**src/hw/rtl/owf_pkg.sv**
```systemverilog
// shared types and constants for the overwrite fifo with purge
`timescale 1ns / 1ps

package owf_pkg;

  localparam int HANDLE_W      = 32;
  localparam int OCC_W         = 5;
  localparam int DEPTH_DEFAULT = 32;
  localparam int REQ_W         = 2;
  localparam int OUT_DATA_W    = 40;

  typedef enum logic [REQ_W-1:0] {
    REQ_PUSH  = 2'd0,
    REQ_POP   = 2'd1,
    REQ_PURGE = 2'd2
  } req_t;

  typedef enum logic [1:0] {
    ST_IDLE,
    ST_POP,
    ST_PURGE
  } state_t;

  // controller to datapath
  typedef struct packed {
    logic push;          // write handle at head, advance head (and tail when full)
    logic pop_read;      // read slot at tail
    logic pop_take;      // load read data into the result, advance tail
    logic purge_start;   // latch key, read and write pointers to tail
    logic purge_issue;   // read slot at purge read pointer
    logic purge_finish;  // head to the final write pointer
    logic load_zero;     // load an empty result
  } cmd_t;

  // datapath to controller
  typedef struct packed {
    logic empty;
    logic purge_more;    // purge read pointer has not reached head
  } status_t;

endpackage

```
**src/hw/rtl/owf_datapath.sv**
```systemverilog
// ring storage, pointers, purge walk and result registers
`timescale 1ns / 1ps

module owf_datapath #(
  parameter int DEPTH = owf_pkg::DEPTH_DEFAULT
) (
  input  logic                          clk,
  input  logic                          rst,
  input  owf_pkg::cmd_t                 cmd,
  output owf_pkg::status_t              status,
  input  logic [owf_pkg::HANDLE_W-1:0]  in_handle,
  output logic [owf_pkg::HANDLE_W-1:0]  out_handle,
  output logic                          out_present,
  output logic [owf_pkg::OCC_W-1:0]     occupancy
);

  localparam int PTR_W = $clog2(DEPTH);

  logic [owf_pkg::HANDLE_W-1:0] mem [DEPTH];
  logic [owf_pkg::HANDLE_W-1:0] rdata;
  logic [owf_pkg::HANDLE_W-1:0] key;

  logic [PTR_W-1:0] head;
  logic [PTR_W-1:0] tail;
  logic [PTR_W-1:0] rd_ptr;
  logic [PTR_W-1:0] wr_ptr;
  logic             pend;

  logic [PTR_W-1:0] head_adv;
  logic [PTR_W-1:0] tail_adv;
  logic [PTR_W-1:0] rd_adv;
  logic [PTR_W-1:0] wr_adv;
  logic [PTR_W-1:0] wr_ptr_next;
  logic             keep;
  logic             rd_en;
  logic [PTR_W-1:0] rd_addr;
  logic             we;
  logic [PTR_W-1:0] waddr;
  logic [owf_pkg::HANDLE_W-1:0] wdata;
  logic [PTR_W:0]   diff;
  logic [31:0]      occ_wide;

  function automatic logic [PTR_W-1:0] advance(input logic [PTR_W-1:0] p);
    logic [PTR_W-1:0] r;
    if (p == PTR_W'(DEPTH - 1)) begin
      r = '0;
    end else begin
      r = p + 1'b1;
    end
    return r;
  endfunction

  assign head_adv = advance(head);
  assign tail_adv = advance(tail);
  assign rd_adv   = advance(rd_ptr);
  assign wr_adv   = advance(wr_ptr);

  // entry read last cycle survives unless it matches the purge key
  assign keep        = pend && (rdata != key);
  assign wr_ptr_next = keep ? wr_adv : wr_ptr;

  assign rd_en   = cmd.pop_read || cmd.purge_issue;
  assign rd_addr = cmd.pop_read ? tail : rd_ptr;
  assign we      = cmd.push || keep;
  assign waddr   = cmd.push ? head : wr_ptr;
  assign wdata   = cmd.push ? in_handle : rdata;

  always_ff @(posedge clk) begin
    if (we) begin
      mem[waddr] <= wdata;
    end
    if (rd_en) begin
      rdata <= mem[rd_addr];
    end
  end

  always_ff @(posedge clk) begin
    if (rst) begin
      head <= '0;
      tail <= '0;
      pend <= 1'b0;
    end else begin
      pend <= cmd.purge_issue;
      if (cmd.push) begin
        head <= head_adv;
        if (head_adv == tail) begin
          tail <= tail_adv;
        end
      end
      if (cmd.pop_take) begin
        tail <= tail_adv;
      end
      if (cmd.purge_finish) begin
        head <= wr_ptr_next;
      end
    end
  end

  always_ff @(posedge clk) begin
    if (cmd.purge_start) begin
      key    <= in_handle;
      rd_ptr <= tail;
      wr_ptr <= tail;
    end else begin
      if (cmd.purge_issue) begin
        rd_ptr <= rd_adv;
      end
      wr_ptr <= wr_ptr_next;
    end
  end

  always_ff @(posedge clk) begin
    if (cmd.pop_take) begin
      out_handle  <= rdata;
      out_present <= 1'b1;
    end else if (cmd.load_zero) begin
      out_handle  <= '0;
      out_present <= 1'b0;
    end
  end

  always_comb begin
    if (head >= tail) begin
      diff = {1'b0, head} - {1'b0, tail};
    end else begin
      diff = {1'b0, head} + (PTR_W + 1)'(DEPTH) - {1'b0, tail};
    end
  end

  assign occ_wide  = 32'(diff);
  assign occupancy = occ_wide[owf_pkg::OCC_W-1:0];

  assign status.empty      = (head == tail);
  assign status.purge_more = (rd_ptr != head);

endmodule

```
**src/hw/rtl/owf_ctrl.sv**
```systemverilog
// request sequencer and result handshake for the overwrite fifo
`timescale 1ns / 1ps

module owf_ctrl (
  input  logic                       clk,
  input  logic                       rst,
  input  logic                       s_tvalid,
  output logic                       s_tready,
  input  logic [owf_pkg::REQ_W-1:0]  req_type,
  output logic                       m_tvalid,
  input  logic                       m_tready,
  output owf_pkg::cmd_t              cmd,
  input  owf_pkg::status_t           status
);

  owf_pkg::state_t state;
  owf_pkg::state_t state_next;
  owf_pkg::req_t   req;
  logic            accept;
  logic            load;
  logic            out_valid;
  logic            out_valid_next;

  assign req      = owf_pkg::req_t'(req_type);
  assign s_tready = (state == owf_pkg::ST_IDLE) && (!out_valid || m_tready);
  assign accept   = s_tvalid && s_tready;
  assign m_tvalid = out_valid;

  always_comb begin
    state_next = state;
    case (state)
      owf_pkg::ST_IDLE: begin
        if (accept) begin
          case (req)
            owf_pkg::REQ_POP: begin
              if (!status.empty) begin
                state_next = owf_pkg::ST_POP;
              end
            end
            owf_pkg::REQ_PURGE: begin
              if (!status.empty) begin
                state_next = owf_pkg::ST_PURGE;
              end
            end
            default: state_next = owf_pkg::ST_IDLE;
          endcase
        end
      end
      owf_pkg::ST_POP: state_next = owf_pkg::ST_IDLE;
      owf_pkg::ST_PURGE: begin
        if (!status.purge_more) begin
          state_next = owf_pkg::ST_IDLE;
        end
      end
      default: state_next = owf_pkg::ST_IDLE;
    endcase
  end

  always_comb begin
    cmd = '0;
    case (state)
      owf_pkg::ST_IDLE: begin
        if (accept) begin
          case (req)
            owf_pkg::REQ_PUSH: begin
              cmd.push      = 1'b1;
              cmd.load_zero = 1'b1;
            end
            owf_pkg::REQ_POP: begin
              cmd.pop_read  = !status.empty;
              cmd.load_zero = status.empty;
            end
            owf_pkg::REQ_PURGE: begin
              cmd.purge_start = !status.empty;
              cmd.load_zero   = status.empty;
            end
            default: cmd.load_zero = 1'b1;
          endcase
        end
      end
      owf_pkg::ST_POP: cmd.pop_take = 1'b1;
      owf_pkg::ST_PURGE: begin
        cmd.purge_issue  = status.purge_more;
        cmd.purge_finish = !status.purge_more;
        cmd.load_zero    = !status.purge_more;
      end
      default: cmd = '0;
    endcase
  end

  assign load           = cmd.load_zero || cmd.pop_take;
  assign out_valid_next = load ? 1'b1 : (out_valid && !m_tready);

  always_ff @(posedge clk) begin
    if (rst) begin
      state     <= owf_pkg::ST_IDLE;
      out_valid <= 1'b0;
    end else begin
      state     <= state_next;
      out_valid <= out_valid_next;
    end
  end

`ifndef SYNTH
  // a result is never loaded over one that has not been transferred
  a_no_overwrite: assert property (@(posedge clk) disable iff (rst)
    load |-> (!out_valid || m_tready))
    else $error("result loaded over a pending transfer");

  // the output register is free while a pop waits on the memory read
  a_pop_out_free: assert property (@(posedge clk) disable iff (rst)
    (state == owf_pkg::ST_POP) |-> !out_valid)
    else $error("output busy during pop");

  // a purge walk only starts on a queue that holds something
  a_purge_nonempty: assert property (@(posedge clk) disable iff (rst)
    (state == owf_pkg::ST_PURGE && $past(state) == owf_pkg::ST_IDLE) |-> status.purge_more)
    else $error("purge walk started on empty queue");

  // intake stays closed for the whole purge walk
  a_purge_stalls: assert property (@(posedge clk) disable iff (rst)
    (state == owf_pkg::ST_PURGE) |-> !s_tready)
    else $error("intake open during purge");
`endif

endmodule

```
**src/hw/rtl/overwrite_fifo_with_purge_core.sv**
```systemverilog
// top level of the overwrite fifo with purge
`timescale 1ns / 1ps

// Ring FIFO of 32-bit handles with DEPTH slots, holding at most DEPTH-1. Each
// request is one transfer on the slave side (tuser selects push, pop or purge)
// and returns one transfer on the master side with the popped handle, a present
// flag and the occupancy after the request. A push into a full ring drops the
// oldest handle. Push, pop of an empty ring, purge of an empty ring and unknown
// requests finish in the accepting cycle; a pop also passes through ST_POP because
// the slot memory has a registered read; a purge of n held handles has the
// accepting cycle, one slot read and at most one slot write per cycle through the
// single memory port pair, and a closing step for the last write, with intake
// closed meanwhile. A new request is taken while the last result waits only if that
// result is transferred in the same cycle.
module overwrite_fifo_with_purge_core #(
  parameter int DEPTH = owf_pkg::DEPTH_DEFAULT
) (
  input  logic                             clk,
  input  logic                             rst,
  input  logic                             s_tvalid,
  output logic                             s_tready,
  input  logic [owf_pkg::HANDLE_W-1:0]     s_tdata,   // [31:0] item_handle
  input  logic [owf_pkg::REQ_W-1:0]        s_tuser,   // [1:0] req_type
  output logic                             m_tvalid,
  input  logic                             m_tready,
  output logic [owf_pkg::OUT_DATA_W-1:0]   m_tdata,   // [31:0] popped_handle, [36:32] occupancy
  output logic                             m_tuser    // [0] popped_present
);

  owf_pkg::cmd_t    cmd;
  owf_pkg::status_t status;

  logic [owf_pkg::HANDLE_W-1:0] out_handle;
  logic [owf_pkg::OCC_W-1:0]    occupancy;

  owf_ctrl u_ctrl (
    .clk      (clk),
    .rst      (rst),
    .s_tvalid (s_tvalid),
    .s_tready (s_tready),
    .req_type (s_tuser),
    .m_tvalid (m_tvalid),
    .m_tready (m_tready),
    .cmd      (cmd),
    .status   (status)
  );

  owf_datapath #(
    .DEPTH (DEPTH)
  ) u_datapath (
    .clk         (clk),
    .rst         (rst),
    .cmd         (cmd),
    .status      (status),
    .in_handle   (s_tdata),
    .out_handle  (out_handle),
    .out_present (m_tuser),
    .occupancy   (occupancy)
  );

  assign m_tdata = {{(owf_pkg::OUT_DATA_W - owf_pkg::HANDLE_W - owf_pkg::OCC_W){1'b0}},
                    occupancy, out_handle};

endmodule

```
**config.mk**
```make
export PLATFORM = sky130hd
export DESIGN_NAME = overwrite_fifo_with_purge_core
export DESIGN_NICKNAME = d
export VERILOG_FILES = /design/src/hw/rtl/owf_pkg.sv /design/src/hw/rtl/owf_datapath.sv /design/src/hw/rtl/owf_ctrl.sv /design/src/hw/rtl/overwrite_fifo_with_purge_core.sv
export SDC_FILE = /design/constraint.sdc
export NUM_CORES = 1
export LEC_CHECK = 0
export BUFFER_PORTS_ARGS = -buffer_cell sky130_fd_sc_hd__buf_2
export CAP_MARGIN = 20
export CORE_UTILIZATION = 40
export DETAILED_ROUTE_END_ITERATION = 6
export PLACE_DENSITY = 0.67
export SYNTH_ARGS = -nofsm -noshare
export SYNTH_HDL_FRONTEND = slang
export SYNTH_HIERARCHICAL = 1
export SYNTH_SLANG_ARGS = --single-unit
```
**constraint.sdc**
```tcl
create_clock -name clk -period 6.7 [get_ports clk]
set_clock_uncertainty 0.15 [all_clocks]
set_input_delay 0.67 -clock clk [delete_from_list [all_inputs] [get_ports clk]]
set_output_delay 0.67 -clock clk [all_outputs]
set_load 0.01 [all_outputs]
```
==> metrics.yaml, run 1 <==
layout:
  nFillCells: 9750
  area_delta_synth_final_pct: 13.2
  fin_nets: 2817
  fin_area_um2: 53000
  layout_commonest_cell: "edfxtp_1"
  final_util: 0.456
  diodes: 0
  drive_gt1_frac: 0.211
  layout_common_cells: "1125 x edfxtp_1, 266 x a21oi_1, 192 x mux4_2"
logic_synthesis:
  synth_edf_count: 1125
  netlist_instances: 2673
  synth_top_flop_cell: "edfxtp_1"
  yosys_warnings: 6
  synthDistinctLibCells: 72
  synthArstFlopShare: 0
  syn_area_per_cell_um2: 17.5
  syn_area_um2: 46800
  synth_seq_cells: 1145
  yosysSeqAreaShare: 0.730
floorplanning:
  dieWidth_um: 344
  core-area_um2: 116000
  rows: 125
  dieArea_um2: 118000
  initial_core_util: 0.403
  ios: 81
  die_h_um: 344
critical_path:
  crit_path_start_kind: "flop"
  endpoint_kind: "flop"
  cp.required_ns: 7.10
  worstSetupPathType: "reg2reg"
  crit_fanout: 163
  crit_arrival_ns: 5.49
clock_network:
  ctsLongestPathBuffers: 3
  worstSkewPairLatency_ns: 0.70
  cts.sinks: 1145
  numCtsBuffers: 106
  cts_resized: 0
  clk_pin_slew_ns: 0.06
  tritoncts: "yes"
  cts_root_buf: "clkbuf_16"
  htreeDepth: 3
place:
  dpl.hpwl_um: 70800
  place.gp.congestion: 0.807
  numPortBuffers: 77
  post_dp_cell_area_um2: 49400
outcome:
  outcome: "finished clean"
detailed_routing:
  wl_per_cell_um: 27.8
  vias_per_cell: 6.05
  routed_wl_um: 122000
  drt_iter0_drc: 3281
  ant_nets: 0
  drc: 0
  dr.pass1.iters: 5
  num_vias: 26469
sta:
  slew_headroom: 0.220
  rsz0062_at_grt: "no"
  drv_slew: 0
  worstMarginPinSlew_ns: 1.17
  timing.setup.tns_ns: 0
  post-route-period-util: 0.759
  hold_viol: 0
  setup_viol: 0
  max_freq_ghz: 0.197
  fin_crit_ns: 5.09
run:
  drv_cap: 0
power:
  p_per_area_nw_per_um2: 289
  total_leakage_power_nw: 16.5
  vdd.ir_drop.worst_mv: 0.226
hold_path:
  hold_path_class: "in2reg"
grt:
  grt_pass1_vias: 25911
  track_usage: 0.205
  grt-ovfl-total: 0
  grt_antenna_before_repair: 3
  grt_pass1_wl_um: 178000
  grt_max_degree: 164
## layout make-up
cell class | instances | area, um^2 | share of cell area
clock buffer | 122 | 2760 | 0.0520
timing repair buffer | 164 | 1190 | 0.0224
multi-input combinational | 1324 | 12100 | 0.229
inverter | 21 | 81.3 | 0.00153
clock inverter | 72 | 790 | 0.0149
tap | 1524 | 1910 | 0.0360
sequential | 1145 | 34200 | 0.645
## cell usage after synthesis (all sizes together) (3+ instances only)
| cell type | n | area (um^2) |
|---|---|---|
| edfxtp | 1125 | 33800 |
| a21oi | 267 | 1340 |
| mux4 | 192 | 4320 |
| a211oi | 135 | 1010 |
| nand2 | 120 | 450 |
| clkbuf | 105 | 394 |
| buf | 80 | 379 |
| nor2 | 62 | 235 |
| o22ai | 59 | 369 |
| mux2i | 52 | 521 |
| o311ai | 50 | 438 |
| mux2 | 42 | 477 |
| xnor2 | 41 | 359 |
| and2 | 33 | 206 |
| and3 | 32 | 200 |
| nand2b | 31 | 196 |
| a32oi | 25 | 219 |
| dfxtp | 20 | 400 |
| inv | 18 | 67.6 |
| ha | 16 | 200 |
| a22oi | 15 | 113 |
| nor3 | 12 | 65.1 |
| o21ai | 12 | 60.1 |
| nand3 | 11 | 60.1 |
| nand4 | 10 | 62.6 |
| o221ai | 10 | 87.6 |
| o211ai | 8 | 60.1 |
| nor2b | 7 | 51.3 |
| o41ai | 7 | 61.3 |
| xor2 | 7 | 61.3 |
| a22o | 6 | 52.6 |
| a31oi | 6 | 37.5 |
| nor3b | 6 | 56.3 |
| o31ai | 6 | 45.0 |
| or2 | 5 | 31.3 |
| a21boi | 4 | 30.0 |
| a21o | 3 | 22.5 |
| a222oi | 3 | 30.0 |
| clkinv | 3 | 11.3 |
| nand3b | 3 | 22.5 |
| or3 | 3 | 18.8 |
## layer usage
metal / track usage / vias to the layer above / part of all wire
met5: 0 / - / 0.00034
met4: 0.0683 / 4 / 0.032
met3: 0.0342 / 238 / 0.091
met2: 0.334 / 1441 / 0.48
met1: 0.279 / 13626 / 0.40
li1: - / 11160 / -
## worst max-delay path, cell delays in order (launching register included)
cell	delay [ns]
dfxtp_1	0.67
inv_1	0.17
ha_1	0.37
nand4_1	0.11
nor2_1	0.10
nor3b_2	0.35
buf_12	0.51
buf_4	0.78
a211oi_1	0.11
a21oi_1	0.25
a21oi_1	0.10
o311ai_0	0.73
and3_1	0.26
## flip-flops by register name (all words and copies together) (netlist names)
register / count
u_datapath/out_present: 1
u_datapath/tail: 5
u_datapath/rdata: 32
u_datapath/rd_ptr: 5
u_datapath/head: 5
u_datapath/key: 32
u_ctrl/state: 2
u_datapath/pend: 1
u_datapath/out_handle: 32
u_ctrl/m_tvalid: 1
u_datapath/mem: 1024
u_datapath/wr_ptr: 5
## cell families after synthesis
logic type | synth area share
AO/OA/AOI/OAI | 0.0876
buffers and inverters | 0.0182
multiplexers | 0.114
AND/OR/NAND/NOR | 0.0367
other | 0.0000801
flip-flops | 0.730
adder cells (fa/ha/maj) | 0.00470
XOR/XNOR | 0.00948
## through the flow
stage / hold WS (ns) / power (mW) / std cells / setup slack [ns]
after floorplan: 0.347 / 8.86 / 2675 / 1.87
after global placement: 0.279 / 9.24 / 4165 / 1.69
after detailed placement: 0.287 / 9.26 / 4167 / 1.58
after CTS: 0.00119 / 15.4 / 4372 / 1.56
after global routing: 0.0184 / 15.7 / 4372 / 1.21
final: 0.0292 / 15.3 / 4372 / 1.61
## report_power, final
group / internal (mW) / switching [mW] / leakage [nW]
Sequential: 8.05 / 0.0719 / 10.3
Combinational: 0.324 / 0.680 / 4.48
Clock: 3.56 / 2.63 / 1.72
## worst paths after layout
path                                        from                             endpoint  slack [ns]  depth (start not counted)
max              u_datapath/tail[2]$_SDFFE_PP0P_       u_datapath/rdata[21]$_DFFE_PP_        1.61                         12
min                                  s_tdata[17]         u_datapath/key[17]$_DFFE_PP_        0.03                          1
max reg2reg      u_datapath/tail[2]$_SDFFE_PP0P_       u_datapath/rdata[21]$_DFFE_PP_        1.61                         12
min reg2reg  u_datapath/out_present$_SDFFE_PP1P_  u_datapath/out_present$_SDFFE_PP1P_        0.30                          1
## what timing repair did
item                      CTS  global route
setup buffers               0             0
hold buffers               11             0
hold endpoints to repair   11             0
(Power assumes the default switching activity.)
==> inputs of run 2 (changes only) <==
Settings changed: ABC_AREA set to 1.
Clock period 6.7 ns to 5 ns, I/O delays scaled along.
==> metrics.yaml, run 2 <==
critical_path:
  crit_chain: "inv_1 > ha_1 > nand2_1 > nor3_1 > nor3_2 > o21ai_4 > clkinv_16 > buf_4 > nor2_1 > nor2_1 > o21ai_0 > o211ai_1 > nand3_1 > nand2_1 > nand2_1 > nand2_1"
  reg2reg_from: "u_datapath/tail[2]$_SDFFE_PP0P_"
  crit_arrival_ns: 4.73
  cp.required_ns: 5.27
  crit_top_cell: "nand2_1"
  crit_path_start_kind: "flop"
  r2r_cells: 16
  worstSetupPathType: "reg2reg"
  endpoint_kind: "flop"
  slowest_stage: "nor3_1"
  crit_fanout: 130
  r2r_end: "u_datapath/rdata[8]$_DFFE_PP_"
  r2r_slack_ns: 0.53
  crit_path_max_incr_delay_ns: 0.55
layout:
  area_delta_synth_final_pct: 14.7
  regMostFlops: "u_datapath/mem"
  largest_reg_flops: 1024
  final_util: 0.463
  layout_common_cells: "1125 x edfxtp_1, 733 x nor2_1, 443 x o21ai_0"
  final_cells: 5505
  fin_area_um2: 53700
  fin_nets: 3946
  drive_gt1_frac: 0.117
  layout_commonest_cell: "edfxtp_1"
  nFillCells: 10050
clock_network:
  cts.sinks: 1145
  worstSkewPairLatency_ns: 0.69
  cts_root_buf: "clkbuf_16"
  htreeDepth: 3
  clk_pin_slew_ns: 0.06
  numCtsBuffers: 111
  ctsLongestPathBuffers: 3
  tritoncts: "yes"
place:
  numPortBuffers: 77
  dp.cells: 5261
  place.gp.congestion: 0.867
  post_dp_cell_area_um2: 49600
  dpl.hpwl_um: 70200
grt:
  grt-ovfl-total: 0
  grt_antenna_before_repair: 3
  track_usage: 0.212
  grt_pass1_wl_um: 187000
  grt_pass1_vias: 28637
  grt_max_degree: 219
logic_synthesis:
  syn_area_per_cell_um2: 12.4
  synthArstFlopShare: 0
  synth_top_area_share: 0.722
  synth_top_flop_cell: "edfxtp_1"
  netlist_top_cells_area: "edfxtp_1 72%, nor2_1 6.2%, o21ai_0 4.9%, o211ai_1 3.6%, nand2_1 3.1%"
  yosysMostFrequentCell: "edfxtp_1"
  syn_area_um2: 46800
  synthDistinctLibCells: 38
  yosys_warnings: 6
  netlist_instances: 3766
  synth_seq_cells: 1145
  yosysSeqAreaShare: 0.731
  synthTopCellsByCount: "1125 x edfxtp_1, 768 x nor2_1, 454 x o21ai_0"
  synth_edf_count: 1125
  yosys.area.top_type: "edfxtp_1"
detailed_routing:
  wl_per_cell_um: 23.4
  dr.pass1.iters: 6
  vias_per_cell: 5.57
  drt_iter0_drc: 4158
  routed_wl_um: 129000
  drc: 0
  ant_nets: 0
  num_vias: 30676
sta:
  post-route-period-util: 0.893
  drv_slew: 0
  setup_viol: 0
  slew_headroom: 0.274
  worstMarginPinSlew_ns: 1.09
  fin_crit_ns: 4.47
  max_freq_ghz: 0.224
  rsz0062_at_grt: "no"
  timing.setup.tns_ns: 0
  hold_slack_ns: 0.0360
  hold_viol: 0
floorplanning:
  core-area_um2: 116000
  rows: 125
  dieArea_um2: 118000
  die_h_um: 344
  initial_core_util: 0.403
  ios: 81
  dieWidth_um: 344
hold_path:
  hold_path_class: "in2reg"
  holdPathEnd: "u_ctrl/state[1]$_SDFFE_PP0P_"
  worstHoldStart: "rst"
  holdPathStages: 2
power:
  vdd.ir_drop.worst_mv: 0.263
  total_leakage_power_nw: 18.2
  p_per_area_nw_per_um2: 388
run:
  drv_cap: 0
outcome:
  outcome: "finished clean"
[run 2: worst max path at each step]
stage,from,endpoint
3_5_place_dp,u_datapath/tail[2]$_SDFFE_PP0P_,u_datapath/rdata[8]$_DFFE_PP_
2_1_floorplan,m_tready,u_datapath/mem[24][0]$_DFFE_PP_
4_1_cts,u_datapath/tail[2]$_SDFFE_PP0P_,u_datapath/rdata[8]$_DFFE_PP_
3_3_place_gp,u_datapath/tail[2]$_SDFFE_PP0P_,u_datapath/rdata[8]$_DFFE_PP_
5_1_grt,u_datapath/tail[1]$_SDFFE_PP0P_,u_datapath/rdata[8]$_DFFE_PP_
6_report,u_datapath/tail[2]$_SDFFE_PP0P_,u_datapath/rdata[8]$_DFFE_PP_
[run 2: layout make-up]
type	count	area, um^2	share of cell area
sequential	1145	34200	0.637
antenna	2	5.00	0.0000932
clock buffer	143	2960	0.0552
clock inverter	58	573	0.0107
tap	1524	1910	0.0355
multi-input combinational	2275	11300	0.210
inverter	117	477	0.00888
timing repair buffer	241	2290	0.0427
[run 2: through the flow]
| stage | setup WS (ns) | power (mW) |
|---|---|---|
| 3_5_place_dp | 0.668 | 12.7 |
| 3_3_place_gp | 0.658 | 12.7 |
| 4_1_cts | 0.630 | 20.8 |
| 2_1_floorplan | 1.08 | 12.1 |
| 5_1_grt | 0.291 | 21.4 |
| 6_report | 0.534 | 20.8 |
[run 2: repair_timing]
item / 4_1_cts / 5_1_grt
endpoints found under the hold margin: 32 / 0
gates resized for setup: 0 / 0
setup buffers: 0 / 0
hold buffers: 32 / 0
[run 2: logic make-up (layout without fill, tap and decap cells)]
kind of cell | after synthesis | after routing | synth area share
compound gates | 821 | 821 | 0.102
xor+xnor | 32 | 32 | 0.00599
fa+ha+maj | 17 | 17 | 0.00471
buf+inv | 348 | 559 | 0.0356
flops | 1145 | 1145 | 0.731
other cells | 1 | 5 | 0.0000801
simple gates | 1402 | 1402 | 0.121
[run 2: worst max-delay path: cells and delay by family (launching register included)]
kind                     cells  cell delay [ns]
AO/OA/AOI/OAI                3             0.69
adder cells (fa/ha/maj)      1             0.37
buffers and inverters        3             1.02
flip-flops                   1             0.39
AND/OR/NAND/NOR              9             1.45
[run 2: layer usage]
layer	routed length, um	up-vias	track usage
met5	0	-	0
met4	4550	0	0.0767
met3	13200	265	0.0374
met2	61200	1637	0.345
met1	50000	15001	0.287
li1	-	13773	-
[run 2: power by group]
part / switching, mW / internal, mW
registers: 0.0889 / 10.8
clock network: 3.52 / 4.73
logic: 1.22 / 0.448
